===== src/rtl/pal_pkg.sv =====
// types and codes shared by the positional array list block
package pal_pkg;

   // command codes
   localparam logic [2:0] CMD_INS_FRONT = 3'd0;
   localparam logic [2:0] CMD_INS_POS   = 3'd1;
   localparam logic [2:0] CMD_INS_END   = 3'd2;
   localparam logic [2:0] CMD_DEL_FRONT = 3'd3;
   localparam logic [2:0] CMD_DEL_POS   = 3'd4;
   localparam logic [2:0] CMD_DEL_END   = 3'd5;
   localparam logic [2:0] CMD_READ      = 3'd6;

   // status codes
   localparam logic [1:0] ST_OK     = 2'd0;
   localparam logic [1:0] ST_FULL   = 2'd1;
   localparam logic [1:0] ST_EMPTY  = 2'd2;
   localparam logic [1:0] ST_BADPOS = 2'd3;

   // request item
   typedef struct packed {
      logic [2:0]         cmd;
      logic [6:0]         position;
      logic signed [31:0] value;
   } req_type;

   // response item
   typedef struct packed {
      logic [1:0]         status;
      logic [6:0]         count_after;
      logic signed [31:0] read_value;
   } rsp_type;

endpackage


===== src/rtl/pal_ram.sv =====
// generic single write port, single read port ram with registered read
module pal_ram #(
   parameter int WIDTH = 32,
   parameter int DEPTH = 64
) (
   input  logic                     clock,
   input  logic                     wr_en,
   input  logic [$clog2(DEPTH)-1:0] wr_addr,
   input  logic [WIDTH-1:0]         wr_data,
   input  logic                     rd_en,
   input  logic [$clog2(DEPTH)-1:0] rd_addr,
   output logic [WIDTH-1:0]         rd_data
);

   logic [WIDTH-1:0] mem_ff [DEPTH];
   logic [WIDTH-1:0] rd_data_ff;

   // write port
   always_ff @(posedge clock) begin
      if (wr_en) begin
         mem_ff[wr_addr] <= wr_data;
      end
   end

   // registered read port
   always_ff @(posedge clock) begin
      if (rd_en) begin
         rd_data_ff <= mem_ff[rd_addr];
      end
   end

   assign rd_data = rd_data_ff;

endmodule


===== src/rtl/positional_array_list_unit.sv =====
// top level of the positional array list: command decode, shift sequencer, result register
//
// Keeps a dense ordered list of signed 32-bit values in a ram of CAPACITY words plus a
// fill count. Each request item carries a command (insert front / at position / at end,
// delete front / at position / at end, read at position), a position and a value. Each
// request gives exactly one response item: status, count after the command and, for a
// successful read, the value read (zero otherwise). A failed command changes nothing.
// Items on both channels move on a valid/stall handshake; one item is worked at a time
// and req_stall is high from acceptance until its response has been loaded into the
// output register.
// A failed command goes straight to the result register, and a read does one ram read.
// An insert or delete moves one entry per cycle through the single ram port pair, at most
// CAPACITY - 1 entries, for an insert at the front of a nearly full list or a delete at
// the front of a full one.
// The next item can be accepted in the cycle after the response is loaded into the output
// register.
// The result register lets a new item be accepted while the previous response is still
// held under rsp_stall; a finished result then waits until the output register frees.
// Reset empties the list (count zero); ram contents are not cleared and are never read
// above the count.
module positional_array_list_unit #(
   parameter int CAPACITY = 64
) (
   input  logic             clock,
   input  logic             reset,
   input  logic             req_valid,
   output logic             req_stall,
   input  pal_pkg::req_type req_data,
   output logic             rsp_valid,
   input  logic             rsp_stall,
   output pal_pkg::rsp_type rsp_data
);

   localparam int AW = $clog2(CAPACITY);
   localparam int CW = $clog2(CAPACITY + 1);
   localparam int XW = (CW > 7) ? CW : 7;

   localparam logic [2:0] S_IDLE  = 3'd0;
   localparam logic [2:0] S_SHIFT = 3'd1;
   localparam logic [2:0] S_READ  = 3'd2;
   localparam logic [2:0] S_RWAIT = 3'd3;
   localparam logic [2:0] S_DONE  = 3'd4;

   logic [2:0]       state_ff, state_in;
   logic [CW-1:0]    count_ff, count_in;
   logic             ins_ff, ins_in;
   logic [AW-1:0]    p_ff, p_in;
   logic [31:0]      val_ff, val_in;
   logic [AW-1:0]    cur_ff, cur_in;
   logic [CW-1:0]    rem_ff, rem_in;
   logic             pend_ff, pend_in;
   logic [AW-1:0]    rd_addr_ff, rd_addr_in;
   pal_pkg::rsp_type res_ff, res_in;
   logic             rsp_valid_ff, rsp_valid_in;
   pal_pkg::rsp_type rsp_data_ff, rsp_data_in;

   logic             ram_wr_en;
   logic [AW-1:0]    ram_wr_addr;
   logic [31:0]      ram_wr_data;
   logic             ram_rd_en;
   logic [AW-1:0]    ram_rd_addr;
   logic [31:0]      ram_rd_data;

   logic             accept;
   logic             is_ins, is_del, is_rd;
   logic             full, empty;
   logic [XW-1:0]    pos_x, cnt_x, ins_p_x, del_p_x, new_cnt_x;
   logic             rsp_free;

   // entry store
   pal_ram #(
      .WIDTH (32),
      .DEPTH (CAPACITY)
   ) u_entries (
      .clock   (clock),
      .wr_en   (ram_wr_en),
      .wr_addr (ram_wr_addr),
      .wr_data (ram_wr_data),
      .rd_en   (ram_rd_en),
      .rd_addr (ram_rd_addr),
      .rd_data (ram_rd_data)
   );

   // command decode
   assign accept   = req_valid && (state_ff == S_IDLE);
   assign is_ins   = (req_data.cmd == pal_pkg::CMD_INS_FRONT) ||
                     (req_data.cmd == pal_pkg::CMD_INS_POS) ||
                     (req_data.cmd == pal_pkg::CMD_INS_END);
   assign is_del   = (req_data.cmd == pal_pkg::CMD_DEL_FRONT) ||
                     (req_data.cmd == pal_pkg::CMD_DEL_POS) ||
                     (req_data.cmd == pal_pkg::CMD_DEL_END);
   assign is_rd    = (req_data.cmd == pal_pkg::CMD_READ);
   assign full     = (count_ff == CW'(CAPACITY));
   assign empty    = (count_ff == '0);
   assign pos_x    = XW'(req_data.position);
   assign cnt_x    = XW'(count_ff);
   assign ins_p_x  = (req_data.cmd == pal_pkg::CMD_INS_FRONT) ? '0 :
                     (req_data.cmd == pal_pkg::CMD_INS_END)   ? cnt_x : pos_x;
   // delete end is only taken when the list is not empty
   assign del_p_x  = (req_data.cmd == pal_pkg::CMD_DEL_FRONT) ? '0 :
                     (req_data.cmd == pal_pkg::CMD_DEL_END)   ? cnt_x - XW'(1) : pos_x;
   assign rsp_free = !rsp_valid_ff || !rsp_stall;

   // sequencer
   always_comb begin
      state_in     = state_ff;
      count_in     = count_ff;
      ins_in       = ins_ff;
      p_in         = p_ff;
      val_in       = val_ff;
      cur_in       = cur_ff;
      rem_in       = rem_ff;
      pend_in      = pend_ff;
      rd_addr_in   = rd_addr_ff;
      res_in       = res_ff;
      rsp_valid_in = rsp_valid_ff && rsp_stall;
      rsp_data_in  = rsp_data_ff;
      ram_wr_en    = 1'b0;
      ram_wr_addr  = rd_addr_ff;
      ram_wr_data  = ram_rd_data;
      ram_rd_en    = 1'b0;
      ram_rd_addr  = cur_ff;
      new_cnt_x    = cnt_x;
      case (state_ff)
         S_IDLE: begin
            if (accept) begin
               res_in.read_value  = '0;
               res_in.count_after = cnt_x[6:0];
               res_in.status      = pal_pkg::ST_OK;
               val_in             = req_data.value;
               pend_in            = 1'b0;
               state_in           = S_DONE;
               if (is_ins) begin
                  if (full) begin
                     res_in.status = pal_pkg::ST_FULL;
                  end else if (ins_p_x > cnt_x) begin
                     res_in.status = pal_pkg::ST_BADPOS;
                  end else begin
                     // move entries p..count-1 up by one, top first
                     ins_in   = 1'b1;
                     p_in     = AW'(ins_p_x);
                     cur_in   = AW'(cnt_x - XW'(1));
                     rem_in   = CW'(cnt_x - ins_p_x);
                     state_in = S_SHIFT;
                  end
               end else if (is_del || is_rd) begin
                  if (empty) begin
                     res_in.status = pal_pkg::ST_EMPTY;
                  end else if (del_p_x >= cnt_x) begin
                     res_in.status = pal_pkg::ST_BADPOS;
                  end else if (is_rd) begin
                     p_in     = AW'(del_p_x);
                     state_in = S_READ;
                  end else begin
                     // move entries p+1..count-1 down by one, bottom first
                     ins_in   = 1'b0;
                     p_in     = AW'(del_p_x);
                     cur_in   = AW'(del_p_x + XW'(1));
                     rem_in   = CW'(cnt_x - XW'(1) - del_p_x);
                     state_in = S_SHIFT;
                  end
               end else begin
                  res_in.status = pal_pkg::ST_BADPOS;
               end
            end
         end
         S_SHIFT: begin
            // write back the word read in the previous cycle
            ram_wr_en   = pend_ff;
            ram_wr_addr = ins_ff ? rd_addr_ff + AW'(1) : rd_addr_ff - AW'(1);
            ram_wr_data = ram_rd_data;
            // read the next word to move
            if (rem_ff != '0) begin
               ram_rd_en   = 1'b1;
               ram_rd_addr = cur_ff;
               rd_addr_in  = cur_ff;
               cur_in      = ins_ff ? cur_ff - AW'(1) : cur_ff + AW'(1);
               rem_in      = rem_ff - CW'(1);
               pend_in     = 1'b1;
            end else begin
               pend_in = 1'b0;
            end
            // all moved: place the new value or drop the last slot
            if ((rem_ff == '0) && !pend_ff) begin
               if (ins_ff) begin
                  ram_wr_en   = 1'b1;
                  ram_wr_addr = p_ff;
                  ram_wr_data = val_ff;
                  new_cnt_x   = cnt_x + XW'(1);
               end else begin
                  new_cnt_x   = cnt_x - XW'(1);
               end
               count_in           = CW'(new_cnt_x);
               res_in.count_after = new_cnt_x[6:0];
               state_in           = S_DONE;
            end
         end
         S_READ: begin
            ram_rd_en   = 1'b1;
            ram_rd_addr = p_ff;
            state_in    = S_RWAIT;
         end
         S_RWAIT: begin
            res_in.read_value = ram_rd_data;
            state_in          = S_DONE;
         end
         S_DONE: begin
            // hand the result to the output register once it is free
            if (rsp_free) begin
               rsp_valid_in = 1'b1;
               rsp_data_in  = res_ff;
               state_in     = S_IDLE;
            end
         end
         default: begin
            state_in = S_IDLE;
         end
      endcase
   end

   // control registers
   always_ff @(posedge clock) begin
      if (reset) begin
         state_ff     <= S_IDLE;
         count_ff     <= '0;
         pend_ff      <= 1'b0;
         rsp_valid_ff <= 1'b0;
      end else begin
         state_ff     <= state_in;
         count_ff     <= count_in;
         pend_ff      <= pend_in;
         rsp_valid_ff <= rsp_valid_in;
      end
   end

   // payload registers
   always_ff @(posedge clock) begin
      ins_ff      <= ins_in;
      p_ff        <= p_in;
      val_ff      <= val_in;
      cur_ff      <= cur_in;
      rem_ff      <= rem_in;
      rd_addr_ff  <= rd_addr_in;
      res_ff      <= res_in;
      rsp_data_ff <= rsp_data_in;
   end

   assign req_stall = (state_ff != S_IDLE);
   assign rsp_valid = rsp_valid_ff;
   assign rsp_data  = rsp_data_ff;

endmodule

===== config.mk =====
export PLATFORM = sky130hd
export DESIGN_NAME = positional_array_list_unit
export DESIGN_NICKNAME = d
export VERILOG_FILES = /design/src/rtl/pal_pkg.sv /design/src/rtl/pal_ram.sv /design/src/rtl/positional_array_list_unit.sv
export SDC_FILE = /design/constraint.sdc
export NUM_CORES = 2
export LEC_CHECK = 0
export BUFFER_PORTS_ARGS = -buffer_cell sky130_fd_sc_hd__buf_2
export CAP_MARGIN = 5
export CORE_MARGIN = 4
export CORE_UTILIZATION = 65
export CTS_CLUSTER_SIZE = 25
export DETAILED_ROUTE_END_ITERATION = 7
export HOLD_SLACK_MARGIN = 0.03
export PLACE_DENSITY = 0.82
export SKIP_CTS_REPAIR_TIMING = 1
export SLEW_MARGIN = 30
export SYNTH_ARGS = -nofsm -noshare
export SYNTH_HDL_FRONTEND = slang
export SYNTH_SLANG_ARGS = --single-unit

===== constraint.sdc =====
create_clock -name clock -period 12.9 [get_ports clock]
set_input_delay 3.87 -clock clock [delete_from_list [all_inputs] [get_ports clock]]
set_output_delay 3.87 -clock clock [all_outputs]
set_load 0.03 [all_outputs]

==> impl_metrics.py <==
metrics = {
    "sta": {
        "skew_ns": 0.03203,
        "rsz0062_at_grt": "false",
        "min_period_ns": 6.698,
        "setup_viol": 0,
        "slew_headroom_pct": 23.40,
        "setup-tns-final_ns": 0,
        "final.period_utilization_pct": 51.92,
        "maxSlewViolCount": 0,
        "tightest_slew_ns": 1.137,
        "fmax_ghz": 0.1493,
        "final_hold_viol_count": 0,
    },
    "global_routing": {
        "grt_max_degree": 145,
        "antenna_found_initial": 10,
        "grt.total_usage_pct": 31.65,
        "grt_pass1_wl_um": 319400,
        "grt.overflow.total": 0,
        "grt_pass1_vias": 47270,
    },
    "power": {
        "leakagePower_nw": 33.80,
        "p_int_mw": 11.38,
        "p_per_area_nw_per_um2": 145.5,
        "switching_power_mw": 2.765,
        "vdd_ir_drop_max_uv": 122.0,
        "p_comb_share_pct": 1.4,
        "switching_share_pct": 19.54,
        "clock_power_share_pct": 42.6,
        "total_power_mw": 14.15,
        "seqPwrFrac_pct": 56.0,
    },
    "floorplan": {
        "fp.dieH_um": 373.9,
        "core-area_um2": 132300,
        "rows": 133,
        "die_x_um": 373.9,
        "die-area_um2": 139800,
        "io_pins": 89,
        "initial_core_util_pct": 65.79,
    },
    "logic_synthesis": {
        "synth_edf_count": 2220,
        "yosysTopAreaCellShare_pct": 76.60,
        "syn-num-nets": 4883,
        "synth_most_common_cell": "edfxtp_1",
        "synthArstFlopShare_pct": 0,
        "yosysSeqAreaShare_pct": 76.87,
        "synth-seq-cells": 2232,
        "yosysTopAreaCell": "edfxtp_1",
        "ys_top_cells_by_count": "edfxtp_1 (2220), mux2i_1 (1035), o22ai_1 (326), clkbuf_1 (198), o31ai_1 (98)",
        "synth.avg_cell_area_um2": 18.13,
        "syn-cell-area_um2": 87030,
        "ys_types": 64,
        "synthTopCellsByArea": "edfxtp_1 (77%), mux2i_1 (12%), o22ai_1 (2.3%)",
        "yosysWarnings": 0,
        "syn-instance-count": 4800,
        "ys.flop_type": "edfxtp_1",
    },
    "final_layout": {
        "stdcell_area_um2": 97240,
        "fillers": 7117,
        "area_growth_pct": 11.73,
        "nNetsFinal": 5040,
        "fin_util_pct": 73.50,
        "drive_gt1_share_pct": 13.18,
    },
    "min_path": {
        "hold_path_class": "reg -> reg",
        "holdPathStages": 0,
    },
    "cts": {
        "clock-root-buffer": "clkbuf_16",
        "cts_buffers": 205,
        "cts_tree": "yes",
        "cts_max_level": 4,
        "cts.sinks": 2232,
        "path_clk_slew_ns": 0.06,
        "clock_path_buffers": 3,
        "insertion_delay_ns": 0.86,
    },
    "critical_path": {
        "cp_num_buf_inv": 2,
        "max_stage_delay_ns": 0.61,
        "required_ns": 13.50,
        "critPathLaunchType": "input port",
        "crit_fanout": 15,
        "path_depth": 13,
        "r2r_slack_ns": 6.96,
        "arrival_ns": 7.30,
        "worstSetupEndpointType": "flop",
        "path_class": "in -> reg",
        "cp_cell_sequence": "buf_2, nor2_1, nor2b_1, a31oi_1, ha_1, nor2b_1, o21ai_0, a21boi_0, o31a_1, o31a_1, a21oi_1, o32ai_2, buf_4",
        "reg2regPathDepth": 11,
        "critical_path.top_delay_family": "compound AO/OA/AOI/OAI gates",
        "crit_slowest_cell": "nor2_1",
    },
    "placed_design": {
        "port-buffer-count": 88,
        "place_area_um2": 90420,
        "place.gp.congestion": 0.8806,
        "hpwlAfterDp_um": 117600,
    },
    "route": {
        "routed_via_density": 7.033,
        "wire_per_inst_um": 32.70,
        "drtIter0Drc": 7720,
        "ant_nets": 0,
        "drc_errors": 0,
        "drtPass1Iterations": 6,
        "routed_wl_um": 225100,
        "vias": 48430,
    },
    "status": {
        "status": "completed",
    },
    "flow_run": {
        "cap_violations": 0,
    },
}
worst register-to-register path: cells and delay by family (launching register included):
kind / cells / cell delay [ns]
DFF: 1 / 0.74
AOI/OAI and AO/OA: 3 / 1.24
buffers and inverters: 4 / 2.59
and+or+nand+nor: 2 / 0.43
muxes: 2 / 0.64
sequential cells by signal (all words and copies together) (netlist names), 3 cells and up:
| register | count |
|---|---|
| u_entries.mem_ff | 2048 |
| res_ff | 41 |
| rsp_data | 41 |
| u_entries.rd_data | 32 |
| val_ff | 32 |
| cnt_x | 7 |
| rem_ff | 7 |
| cur_ff | 6 |
| p_ff | 6 |
| rd_addr_ff | 6 |
| state_ff | 3 |
power by group through the flow:
stage	clock, mW	sequential [mW]	combinational [mW]
finish	6.02	7.93	0.197
detailed placement	0	8.08	0.193
global placement	0	8.08	0.190
CTS	6.05	7.93	0.195
global route	6.39	7.93	0.210
floorplan	0	8.11	0.0957
logic make-up (layout without fill, tap and decap cells):
| group | Yosys count | after routing | share of synthesized area [%] |
|---|---|---|---|
| xor+xnor | 27 | 27 | 0.2717 |
| mux | 1071 | 1071 | 12.37 |
| buf+inv | 327 | 655 | 1.453 |
| flops | 2232 | 2232 | 76.87 |
| fa+ha+maj | 37 | 37 | 0.5664 |
| other cells | 0 | 3 | 0 |
| simple gates | 317 | 317 | 1.981 |
| compound gates | 789 | 789 | 6.485 |
metal layers:
metal	vias up	share of wire, %	track usage, %
met2	3685	46	48.45
met5	-	0.012	0
met1	24130	35	42.43
met3	687	14	8.421
met4	4	5.7	16.27
li1	19920	-	-
placed cells by master (no fill, tap or decap), types with 35 or more instances in the layout:
cell type	count
o221ai_1	97
buf_2	88
nor3_2	54
o22a_1	96
o22ai_1	326
clkbuf_1	47
nand2_1	39
edfxtp_1	2220
inv_1	40
buf_4	138
clkbuf_16	206
o31ai_1	97
mux2i_1	1034
clkinv_1	45
nand4_1	35
nor2_1	39
final timing paths:
kind	startpoint	endpoint
worst max-delay path	req_data[41]	rem_ff[5]
worst min-delay path	res_ff[15]	rsp_data[15]
worst max register to register	state_ff[1]	u_entries.rd_data[24]
worst min register to register	res_ff[15]	rsp_data[15]
final cells by class:
class	instances	area [um^2]	area share [%]
flip-flops and latches	2232	66910	68.80
inverters	40	150.1	0.1544
diodes	3	7.507	0.007720
clock buffers	261	5441	5.596
repair buffers	237	1685	1.733
well taps	1755	2196	2.258
multi-input cells	2241	19590	20.14
clock inverters	117	1271	1.307
metrics by stage:
stage	std cells	hold slack, ns	setup WS, ns
final	6886	0.4165	6.202
after global routing	6883	0.4238	5.959
after CTS	6880	0.4186	6.294
after detailed placement	6502	0.4045	5.385
after global placement	6501	0.4027	5.289
after floorplan	4800	0.4003	5.482
Power figures use the tool's default switching activity.
